--- config.mk ---
export PLATFORM = sky130hd
export DESIGN_NAME = four_wheel_period_speed_top
export DESIGN_NICKNAME = d
export VERILOG_FILES = /design/src/hw/rtl/fwps_pkg.sv /design/src/hw/rtl/four_wheel_period_speed_top.sv /design/src/hw/rtl/fwps_fifo.sv /design/src/hw/rtl/fwps_front.sv /design/src/hw/rtl/fwps_div.sv /design/src/hw/rtl/fwps_back.sv
export SDC_FILE = /design/constraint.sdc
export NUM_CORES = 1
export LEC_CHECK = 0
export CAP_MARGIN = 5
export CORE_UTILIZATION = 50
export DETAILED_ROUTE_END_ITERATION = 16
export DONT_BUFFER_PORTS = 1
export SETUP_SLACK_MARGIN = 0.5
export SLEW_MARGIN = 20
export SYNTH_ARGS = -nofsm -noshare
export SYNTH_HDL_FRONTEND = slang
export SYNTH_HIERARCHICAL = 1
export SYNTH_SLANG_ARGS = --single-unit
--- constraint.sdc ---
create_clock -name i_clk -period 12.3 [get_ports i_clk]
set_input_delay 2.46 -clock i_clk [delete_from_list [all_inputs] [get_ports i_clk]]
set_output_delay 2.46 -clock i_clk [all_outputs]
set_load 0.02 [all_outputs]
--- src/hw/rtl/fwps_pkg.sv ---
// shared constants for the four-wheel period-to-speed block
package fwps_pkg;

    localparam int CFG_W   = 32;
    localparam int IDX_W   = 1;
    localparam int CHAN_W  = 2;
    localparam int CAP_W   = 16;
    localparam int SPEED_W = 16;
    localparam int CNT_W   = 8;
    localparam int LIM_W   = 8;
    localparam int DIV_W   = 32;

    localparam logic [IDX_W-1:0] REG_NUMERATOR = 1'b0;
    localparam logic [IDX_W-1:0] REG_LIMIT     = 1'b1;

    localparam logic [CFG_W-1:0] NUMERATOR_RESET = 32'd904752000;
    localparam logic [LIM_W-1:0] LIMIT_RESET     = 8'd100;

    localparam logic MODE_TICK    = 1'b0;
    localparam logic MODE_CAPTURE = 1'b1;

    localparam logic [CNT_W-1:0]   OVF_MAX   = 8'hFF;
    localparam logic [SPEED_W-1:0] SPEED_MAX = 16'hFFFF;

endpackage

--- src/hw/rtl/four_wheel_period_speed_top.sv ---
// top level of the four-wheel period-to-speed block
//
// input channel: i_in_valid / o_in_stall carry overflow ticks (i_mode 0) and
// wheel captures (i_mode 1, i_channel, i_capture_value). a tick bumps the
// saturating overflow count; a capture forms a timestamp and a period against
// that wheel's previous stamp and queues it for the divider.
// output channel: o_out_valid / i_out_stall carry one result per kept capture:
// wheel index, speed, saturation flag and, once every wheel has updated, the
// average speed. captures at the overflow limit or on an absent wheel give none.
// the speed comes from the one-bit-per-cycle 32-step speed divider; when an
// average is formed, its reciprocal multiply is registered in S_AVG before
// the result is shown. captures queue while the divider works on an earlier
// one; ticks are taken every cycle while the two-entry queue has room.
// a stalled result holds; the queue keeps taking items until full, then
// o_in_stall rises. reset (synchronous, active low) clears counts, stamps,
// speeds and marks and loads the register defaults. registers are written
// through i_cfg_we / i_cfg_index / i_cfg_data; the user must write them only
// while the block is idle, as the block itself does not enforce this.
module four_wheel_period_speed_top #(
    parameter int WHEELS     = 4,
    parameter int TIMER_BITS = 16
) (
    input  logic                          i_clk,
    input  logic                          i_rst_n,
    input  logic                          i_cfg_we,
    input  logic [fwps_pkg::IDX_W-1:0]    i_cfg_index,
    input  logic [fwps_pkg::CFG_W-1:0]    i_cfg_data,
    input  logic                          i_in_valid,
    output logic                          o_in_stall,
    input  logic                          i_mode,
    input  logic [fwps_pkg::CHAN_W-1:0]   i_channel,
    input  logic [fwps_pkg::CAP_W-1:0]    i_capture_value,
    output logic                          o_out_valid,
    input  logic                          i_out_stall,
    output logic [fwps_pkg::CHAN_W-1:0]   o_wheel_index,
    output logic [fwps_pkg::SPEED_W-1:0]  o_wheel_speed,
    output logic                          o_speed_saturated,
    output logic                          o_average_valid,
    output logic [fwps_pkg::SPEED_W-1:0]  o_average_speed
);

    localparam int QW = fwps_pkg::CHAN_W + 8 + TIMER_BITS;

    logic [fwps_pkg::CFG_W-1:0] r_numerator;
    logic [fwps_pkg::LIM_W-1:0] r_limit;

    logic          q_push;
    logic          q_pop;
    logic          q_empty;
    logic          q_full;
    logic [QW-1:0] q_wdata;
    logic [QW-1:0] q_rdata;

    always_ff @(posedge i_clk) begin
        if (!i_rst_n) begin
            r_numerator <= fwps_pkg::NUMERATOR_RESET;
            r_limit     <= fwps_pkg::LIMIT_RESET;
        end else if (i_cfg_we) begin
            case (i_cfg_index)
                fwps_pkg::REG_NUMERATOR: r_numerator <= i_cfg_data;
                fwps_pkg::REG_LIMIT:     r_limit     <= i_cfg_data[fwps_pkg::LIM_W-1:0];
                default: begin
                end
            endcase
        end
    end

    fwps_front #(
        .WHEELS     (WHEELS),
        .TIMER_BITS (TIMER_BITS)
    ) u_front (
        .i_clk           (i_clk),
        .i_rst_n         (i_rst_n),
        .i_in_valid      (i_in_valid),
        .o_in_stall      (o_in_stall),
        .i_mode          (i_mode),
        .i_channel       (i_channel),
        .i_capture_value (i_capture_value),
        .i_limit         (r_limit),
        .i_q_full        (q_full),
        .o_q_push        (q_push),
        .o_q_data        (q_wdata)
    );

    fwps_fifo #(
        .WIDTH (QW)
    ) u_fifo (
        .i_clk   (i_clk),
        .i_rst_n (i_rst_n),
        .i_push  (q_push),
        .i_data  (q_wdata),
        .i_pop   (q_pop),
        .o_data  (q_rdata),
        .o_empty (q_empty),
        .o_full  (q_full)
    );

    fwps_back #(
        .WHEELS     (WHEELS),
        .TIMER_BITS (TIMER_BITS)
    ) u_back (
        .i_clk             (i_clk),
        .i_rst_n           (i_rst_n),
        .i_q_empty         (q_empty),
        .i_q_data          (q_rdata),
        .o_q_pop           (q_pop),
        .i_numerator       (r_numerator),
        .o_out_valid       (o_out_valid),
        .i_out_stall       (i_out_stall),
        .o_wheel_index     (o_wheel_index),
        .o_wheel_speed     (o_wheel_speed),
        .o_speed_saturated (o_speed_saturated),
        .o_average_valid   (o_average_valid),
        .o_average_speed   (o_average_speed)
    );

endmodule

--- src/hw/rtl/fwps_fifo.sv ---
// two-entry queue between the capture front and the divide back
module fwps_fifo #(
    parameter int WIDTH = 26
) (
    input  logic             i_clk,
    input  logic             i_rst_n,
    input  logic             i_push,
    input  logic [WIDTH-1:0] i_data,
    input  logic             i_pop,
    output logic [WIDTH-1:0] o_data,
    output logic             o_empty,
    output logic             o_full
);

    logic [WIDTH-1:0] r_mem [2];
    logic             r_wr;
    logic             r_rd;
    logic [1:0]       r_count;

    assign o_data  = r_mem[r_rd];
    assign o_empty = (r_count == 2'd0);
    assign o_full  = (r_count == 2'd2);

    always_ff @(posedge i_clk) begin
        if (i_push) begin
            r_mem[r_wr] <= i_data;
        end
    end

    always_ff @(posedge i_clk) begin
        if (!i_rst_n) begin
            r_wr    <= 1'b0;
            r_rd    <= 1'b0;
            r_count <= 2'd0;
        end else begin
            if (i_push) begin
                r_wr <= ~r_wr;
            end
            if (i_pop) begin
                r_rd <= ~r_rd;
            end
            case ({i_push, i_pop})
                2'b10:   r_count <= r_count + 2'd1;
                2'b01:   r_count <= r_count - 2'd1;
                default: r_count <= r_count;
            endcase
        end
    end

endmodule

--- src/hw/rtl/fwps_front.sv ---
// front: overflow counting, capture filtering, timestamp and period
module fwps_front #(
    parameter int WHEELS     = 4,
    parameter int TIMER_BITS = 16
) (
    input  logic                         i_clk,
    input  logic                         i_rst_n,
    input  logic                         i_in_valid,
    output logic                         o_in_stall,
    input  logic                         i_mode,
    input  logic [fwps_pkg::CHAN_W-1:0]  i_channel,
    input  logic [fwps_pkg::CAP_W-1:0]   i_capture_value,
    input  logic [fwps_pkg::LIM_W-1:0]   i_limit,
    input  logic                         i_q_full,
    output logic                         o_q_push,
    output logic [fwps_pkg::CHAN_W+8+TIMER_BITS-1:0] o_q_data
);

    localparam int SB = 8 + TIMER_BITS;
    localparam int WL = (WHEELS > 1) ? $clog2(WHEELS) : 1;

    logic [fwps_pkg::CNT_W-1:0] r_ovf;
    logic [SB-1:0]              r_last [WHEELS];

    logic                  accept;
    logic                  live;
    logic [WL-1:0]         idx;
    logic [TIMER_BITS-1:0] cap_v;
    logic [SB-1:0]         stamp;
    logic [SB-1:0]         period;

    assign o_in_stall = i_q_full;
    assign accept     = i_in_valid & ~i_q_full;
    assign idx        = WL'(i_channel);
    assign cap_v      = TIMER_BITS'(i_capture_value);
    assign stamp      = {r_ovf, cap_v};
    assign period     = stamp - r_last[idx];
    // captures count only while the overflow count is below the limit and the channel names a present wheel
    assign live       = (r_ovf < i_limit) && (int'(i_channel) < WHEELS);

    assign o_q_push = accept && (i_mode == fwps_pkg::MODE_CAPTURE) && live;
    assign o_q_data = {i_channel, period};

    always_ff @(posedge i_clk) begin
        if (!i_rst_n) begin
            r_ovf <= '0;
            for (int w = 0; w < WHEELS; w++) begin
                r_last[w] <= '0;
            end
        end else begin
            if (accept && (i_mode == fwps_pkg::MODE_TICK) && (r_ovf != fwps_pkg::OVF_MAX)) begin
                r_ovf <= r_ovf + 8'd1;
            end
            if (o_q_push) begin
                r_last[idx] <= stamp;
            end
        end
    end

endmodule

--- src/hw/rtl/fwps_div.sv ---
// restoring divider, one quotient bit per cycle
module fwps_div #(
    parameter int DVS_W = 24
) (
    input  logic                        i_clk,
    input  logic                        i_rst_n,
    input  logic                        i_start,
    input  logic [fwps_pkg::DIV_W-1:0]  i_dividend,
    input  logic [DVS_W-1:0]            i_divisor,
    output logic                        o_done,
    output logic [fwps_pkg::DIV_W-1:0]  o_quotient
);

    localparam int DW  = fwps_pkg::DIV_W;
    localparam int CW  = $clog2(DW);

    logic              r_busy;
    logic              r_done;
    logic [CW-1:0]     r_cnt;
    logic [DW-1:0]     r_q;
    logic [DVS_W-1:0]  r_rem;
    logic [DVS_W-1:0]  r_dvs;

    logic [DVS_W:0]    trial;
    logic              ge;

    assign trial      = {r_rem, r_q[DW-1]};
    assign ge         = trial >= {1'b0, r_dvs};
    assign o_done     = r_done;
    assign o_quotient = r_q;

    always_ff @(posedge i_clk) begin
        if (i_start) begin
            r_q   <= i_dividend;
            r_rem <= '0;
            r_dvs <= i_divisor;
        end else if (r_busy) begin
            r_q   <= {r_q[DW-2:0], ge};
            r_rem <= ge ? DVS_W'(trial - {1'b0, r_dvs}) : trial[DVS_W-1:0];
        end
    end

    always_ff @(posedge i_clk) begin
        if (!i_rst_n) begin
            r_busy <= 1'b0;
            r_done <= 1'b0;
            r_cnt  <= '0;
        end else begin
            r_done <= 1'b0;
            if (i_start) begin
                r_busy <= 1'b1;
                r_cnt  <= CW'(DW - 1);
            end else if (r_busy) begin
                r_cnt <= r_cnt - 1'b1;
                if (r_cnt == '0) begin
                    r_busy <= 1'b0;
                    r_done <= 1'b1;
                end
            end
        end
    end

endmodule

--- src/hw/rtl/fwps_back.sv ---
// back: speed division, per-wheel store, average and result register
module fwps_back #(
    parameter int WHEELS     = 4,
    parameter int TIMER_BITS = 16
) (
    input  logic                          i_clk,
    input  logic                          i_rst_n,
    input  logic                          i_q_empty,
    input  logic [fwps_pkg::CHAN_W+8+TIMER_BITS-1:0] i_q_data,
    output logic                          o_q_pop,
    input  logic [fwps_pkg::CFG_W-1:0]    i_numerator,
    output logic                          o_out_valid,
    input  logic                          i_out_stall,
    output logic [fwps_pkg::CHAN_W-1:0]   o_wheel_index,
    output logic [fwps_pkg::SPEED_W-1:0]  o_wheel_speed,
    output logic                          o_speed_saturated,
    output logic                          o_average_valid,
    output logic [fwps_pkg::SPEED_W-1:0]  o_average_speed
);

    localparam int SB   = 8 + TIMER_BITS;
    localparam int WL   = (WHEELS > 1) ? $clog2(WHEELS) : 1;
    localparam int SUMW = fwps_pkg::SPEED_W + $clog2(WHEELS);
    localparam int SPW  = fwps_pkg::SPEED_W;
    localparam int DW   = fwps_pkg::DIV_W;
    localparam int RL   = $clog2(WHEELS);
    localparam int RW   = SUMW + 1;
    localparam int PW   = 2 * SUMW + 1;
    // reciprocal of the wheel count, exact floor for every reachable total
    localparam logic [RW-1:0] RECIP =
        RW'(((64'd1 << (SUMW + RL)) + 64'(WHEELS) - 64'd1) / 64'(WHEELS));

    localparam logic [1:0] S_IDLE  = 2'd0;
    localparam logic [1:0] S_SPEED = 2'd1;
    localparam logic [1:0] S_AVG   = 2'd2;
    localparam logic [1:0] S_OUT   = 2'd3;

    logic [1:0]        r_state;
    logic [SPW-1:0]    r_store [WHEELS];
    logic [WHEELS-1:0] r_marks;
    logic [SUMW-1:0]   r_sum;
    logic              r_zero;

    logic [fwps_pkg::CHAN_W-1:0] r_chan;
    logic [SPW-1:0]              r_speed;
    logic                        r_sat;
    logic                        r_avg_valid;
    logic [SPW-1:0]              r_avg;

    logic                         div_start;
    logic [DW-1:0]                div_dividend;
    logic [SB-1:0]                div_divisor;
    logic                         div_done;
    logic [DW-1:0]                div_q;

    logic [fwps_pkg::CHAN_W-1:0]  q_chan;
    logic [SB-1:0]                q_period;
    logic [WL-1:0]                idx;
    logic                         sat;
    logic [SPW-1:0]               speed;
    logic [SUMW-1:0]              sum_next;
    logic [WHEELS-1:0]            marks_set;
    logic                         all_set;
    logic [PW-1:0]                avg_prod;
    logic [SPW-1:0]               avg_q;

    assign q_chan   = i_q_data[SB +: fwps_pkg::CHAN_W];
    assign q_period = i_q_data[SB-1:0];
    assign idx      = WL'(r_chan);

    assign sat       = r_zero || (div_q[DW-1:SPW] != '0);
    assign speed     = sat ? fwps_pkg::SPEED_MAX : div_q[SPW-1:0];
    // running total follows every store update
    assign sum_next  = r_sum - SUMW'(r_store[idx]) + SUMW'(speed);
    assign marks_set = r_marks | (WHEELS'(1) << idx);
    assign all_set   = &marks_set;

    assign avg_prod = PW'(r_sum) * PW'(RECIP);
    assign avg_q    = avg_prod[SUMW+RL +: SPW];

    assign o_q_pop = (r_state == S_IDLE) && !i_q_empty;

    assign div_start    = o_q_pop;
    assign div_dividend = i_numerator;
    assign div_divisor  = q_period;

    fwps_div #(
        .DVS_W (SB)
    ) u_div (
        .i_clk      (i_clk),
        .i_rst_n    (i_rst_n),
        .i_start    (div_start),
        .i_dividend (div_dividend),
        .i_divisor  (div_divisor),
        .o_done     (div_done),
        .o_quotient (div_q)
    );

    assign o_out_valid       = (r_state == S_OUT);
    assign o_wheel_index     = r_chan;
    assign o_wheel_speed     = r_speed;
    assign o_speed_saturated = r_sat;
    assign o_average_valid   = r_avg_valid;
    assign o_average_speed   = r_avg;

    always_ff @(posedge i_clk) begin
        case (r_state)
            S_IDLE: begin
                if (!i_q_empty) begin
                    r_chan <= q_chan;
                    r_zero <= (q_period == '0);
                end
            end
            S_SPEED: begin
                if (div_done) begin
                    r_speed     <= speed;
                    r_sat       <= sat;
                    r_avg_valid <= all_set;
                    r_avg       <= '0;
                end
            end
            S_AVG: begin
                r_avg <= avg_q;
            end
            default: begin
            end
        endcase
    end

    always_ff @(posedge i_clk) begin
        if (!i_rst_n) begin
            r_state <= S_IDLE;
            r_marks <= '0;
            r_sum   <= '0;
            for (int w = 0; w < WHEELS; w++) begin
                r_store[w] <= '0;
            end
        end else begin
            case (r_state)
                S_IDLE: begin
                    if (!i_q_empty) begin
                        r_state <= S_SPEED;
                    end
                end
                S_SPEED: begin
                    if (div_done) begin
                        r_store[idx] <= speed;
                        r_sum        <= sum_next;
                        if (all_set) begin
                            r_marks <= '0;
                            r_state <= S_AVG;
                        end else begin
                            r_marks <= marks_set;
                            r_state <= S_OUT;
                        end
                    end
                end
                S_AVG: begin
                    r_state <= S_OUT;
                end
                S_OUT: begin
                    if (!i_out_stall) begin
                        r_state <= S_IDLE;
                    end
                end
                default: r_state <= S_IDLE;
            endcase
        end
    end

endmodule
==> impl.org <==
** Layout
- After the last flow step, the layout net total stands at between 1500 and 2000.
- Leaving out fill and tap cells, the most frequent cells in the layout are edfxtp_1 (305), nor2_1 (219), inv_1 (170), nand2_1 (128), dfxtp_1 (109).
- Share of post-route cells with drive strength above 1 :: about an eighth
- After routing the design area is 0.02323 mm^2.
- Count of inserted antenna diode cells :: 0
- Leading cell type in the layout, fill and taps excluded :: edfxtp_1
- Cells fill 55.26% of the core in the end.
- Area added between synthesis and finish :: 8.903%

** STA
- Final clock skew :: roughly 0.016 ns
- Setup violations remaining at the end of the flow were counted as 0.
- Dividing the final minimum period by the clock period gives 40.47%.
- Final worst slack :: around 7.3 ns
- Period minus WS final :: ~5 ns
- The worst pin sits at a relative slew slack of ~31%.
- Unrepaired setup endpoints after global routing :: false
- The final hold violation count came to 0.
- Setup tns final :: 0 ns
- For the pin with the worst max-slew slack, the measured transition is around 1.0 ns.
- Pins over their slew limit :: 0
- Fmax :: ~200 MHz

** Critical path
- The worst setup path is captured at a register.
- Nature of the critical path startpoint :: register
- Critical Path RT :: 12.80 ns
- Worst Setup Path Type :: register to register
- Worst EP arrival :: 5.48 ns
- Critical-path maximum fanout :: 17

** Logic synthesis
- Yosys attributes the largest share of cell area to edfxtp_1 (43%), dfxtp_1 (10%), ha_1 (4.8%).
- Proportion of synthesized chip area in sequential cells :: 53.25%
- Net count after synthesis :: between 2000 and 2500
- Yosys warns :: 6
- Top cell type's share of synthesized area :: around 43%
- After synthesis, the netlist uses 85 different library cells.
- Cell taking the most area after synthesis :: edfxtp_1
- In this run the mean area of a mapped cell was about 12 um^2.
- Mapped cell area :: approximately 0.021 mm^2
- Number of standard cells after synthesis :: approximately 1800
- For this run, the leading register cell type out of synthesis is edfxtp_1.
- Counting flops with a built-in enable in the synthesized netlist gives just over 300.
- Async S/R FF share, synth :: 0%
- In this run, synthesis produced a sequential element count of around 420.

** Routing
- Number of nets still failing antenna checks after routing :: 0
- The first routing iteration left 800 violations.
- In the routed design, unresolved DRC markers number 0.
- Routed len/inst :: between 15 and 20 um
- First-pass detailed-route iteration total :: 5
- Routed vias/inst :: about 5.7
- The routed layout has approximately 14000 vias.
- Final routed wirelength across all metal layers :: between 40 and 50 mm

** Clocking
- The later pin in the worst-skew pair is clocked with a latency of around 0.58 ns.
- Number of buffers inserted for hold repair after clock tree synthesis :: 0
- After clock tree synthesis, the clock-pin slew on the worst setup and hold paths is ~0.06 ns.
- Count of cells resized by post-cts repair :: 0
- Clock sinks :: roughly 420
- Clk Tree Root Cell :: clkbuf_16
- Buffers inserted during clock tree synthesis total between 40 and 50.
- In this run the post-CTS setup repair buffer count came out at 0.
- Clock tree from TritonCTS :: yes
- The clock tree synthesis step divided the H-tree into 2 levels.
- No sink is reached through more buffers than the 3 on the longest clock path.

** Placed design
- In this run the cell area measured after placement is around 0.022 mm^2.
- Summed over all nets, the half-perimeter wirelength after detailed placement is approximately 32 mm.
- The congestion estimate from routability-driven global placement came to approximately 0.90.
- Post-placement worst setup slack :: ~7.0 ns
- Quantity of I/O buffers inserted on ports :: 0

** Pwr
- In this run the static leakage power is ~9 nW.
- Total power for the finished layout comes to 5.184 mW.
- Power per unit of standard cell area :: roughly 220 mW/mm^2
- Worst-case vdd ir drop :: ~0.18 mV

** Floorplanning
- Once the floorplan was initialized, standard cells occupied between 50% and 60% of the core.
- The floorplan step defined a die boundary enclosing approximately 0.043 mm^2.
- Cell row count :: 75
- Count of pins on the block boundary :: 95
- In this run the vertical extent of the chip is around 210 um.
- Die Wd :: 208.6 um
- The floorplan step defined a core boundary enclosing roughly 0.042 mm^2.

** GRT
- The number of antenna violations at the first check in global routing was 0.
- The total overflow left after global routing is 0.
- Total Routing Usage GR :: a little over a fifth
- Global-route wire length before repair :: 75.47 mm
- Largest net degree at the start of global routing :: 130
- The via count of the first global-routing pass was 13830.

** Job
- Max Cap Violations :: 0

** Min path
- Type of the tightest min-delay check :: register to register

** Status
- The flow ran to the end, and the final reports show no timing, DRC or antenna violations.
[cell families (layout without fill, tap and decap cells)]
family	Yosys count	after routing	share of synthesized area, %
and+or+nand+nor	581	581	13.61
DFF	415	415	53.25
AOI/OAI and AO/OA	278	278	9.184
buffers and inverters	269	279	5.483
muxes	145	145	9.507
adders and majority gates	100	100	6.498
xor gates and xnor gates	60	60	2.463
[synth_stat cells (10+ instances only)]
master,instances
a211oi_1,26
a21o_1,21
a21oi_1,59
a31oi_1,10
and2_1,14
and3_1,11
buf_2,18
clkbuf_1,53
dfxtp_1,110
edfxtp_1,305
fa_1,18
ha_1,82
inv_1,171
mux2_2,61
mux2i_1,44
mux4_2,40
nand2_1,128
nand3_1,42
nand3b_1,19
nand4_1,12
nor2_1,220
nor2b_1,14
nor3_1,30
nor4_1,38
o211ai_1,12
o211ai_2,17
o21a_1,13
o21ai_0,55
xnor2_1,43
xor2_1,17
[flip-flops by register name, indices dropped and copies added, names as in the netlist, 8 cells and up, named ones only]
register	count
r_limit	8
u_back/r_sum	18
u_back/r_store	64
u_fifo/r_mem	52
u_front/r_ovf	8
u_back/u_div/r_rem	24
u_front/r_last	96
u_back/u_div/r_dvs	24
r_numerator	32
u_back/u_div/o_quotient	32
u_back/o_wheel_speed	16
u_back/o_average_speed	16
[cell type report]
| type | count | area [um^2] |
|---|---|---|
| Inverter | 176 | 660.6 |
| Clock inverter | 32 | 332.8 |
| Multi-Input combinational cell | 1164 | 8853 |
| Tap cell | 539 | 674.4 |
| Timing Repair Buffer | 20 | 170.2 |
| Fill cell | 3617 | 18810 |
| Clock buffer | 51 | 1180 |
| Sequential cell | 415 | 11360 |
[metal layers]
metal | part of all wire [%] | global-route usage, %
met4 | 3.0 | 8.038
met1 | 44 | 28.52
met5 | 0 | 0
met3 | 4.3 | 3.230
met2 | 49 | 37.41
[final timing paths]
| kind | start | end | slack (ns) | cells after the start |
|---|---|---|---|---|
| worst max-delay path | u_back/u_div/o_quotient[20] | u_back/r_sum[17] | 7.32 | 14 |
| worst min-delay path | r_limit[7] | r_limit[7] | 0.45 | 2 |
| worst max register to register | u_back/u_div/o_quotient[20] | u_back/r_sum[17] | 7.32 | 14 |
| worst min register to register | r_limit[7] | r_limit[7] | 0.45 | 2 |
[report_power, final]
group          switching (mW)  internal [mW]  leakage [nW]
clock                   0.562          0.818         0.736
sequential              0.174           1.81          3.83
combinational            1.06          0.764          4.39
total                    1.79           3.39          8.96
[per-stage QoR]
stage               hold slack, ns  instances
CTS                         0.4533       2397
floorplan                   0.4284       1848
finish                      0.4506       2397
global route                0.4772       2397
global placement            0.4405       2313
detailed placement          0.4436       2314
[worst max-delay path, cell delays in order (launching register included)]
cell and delay [ns]:
edfxtp_1 0.40, nor4_1 0.37, nand4_1 0.16, or4_2 1.05, nor2_1 0.59, fa_1 0.49, inv_1 0.07, ha_1 0.27
nand3_1 0.19, nor3_1 0.27, o21ai_0 0.26, a311oi_2 0.35, nor3_1 0.08, o21ai_1 0.15, mux2i_1 0.19
Note: power is estimated with default switching activity, not from simulation.
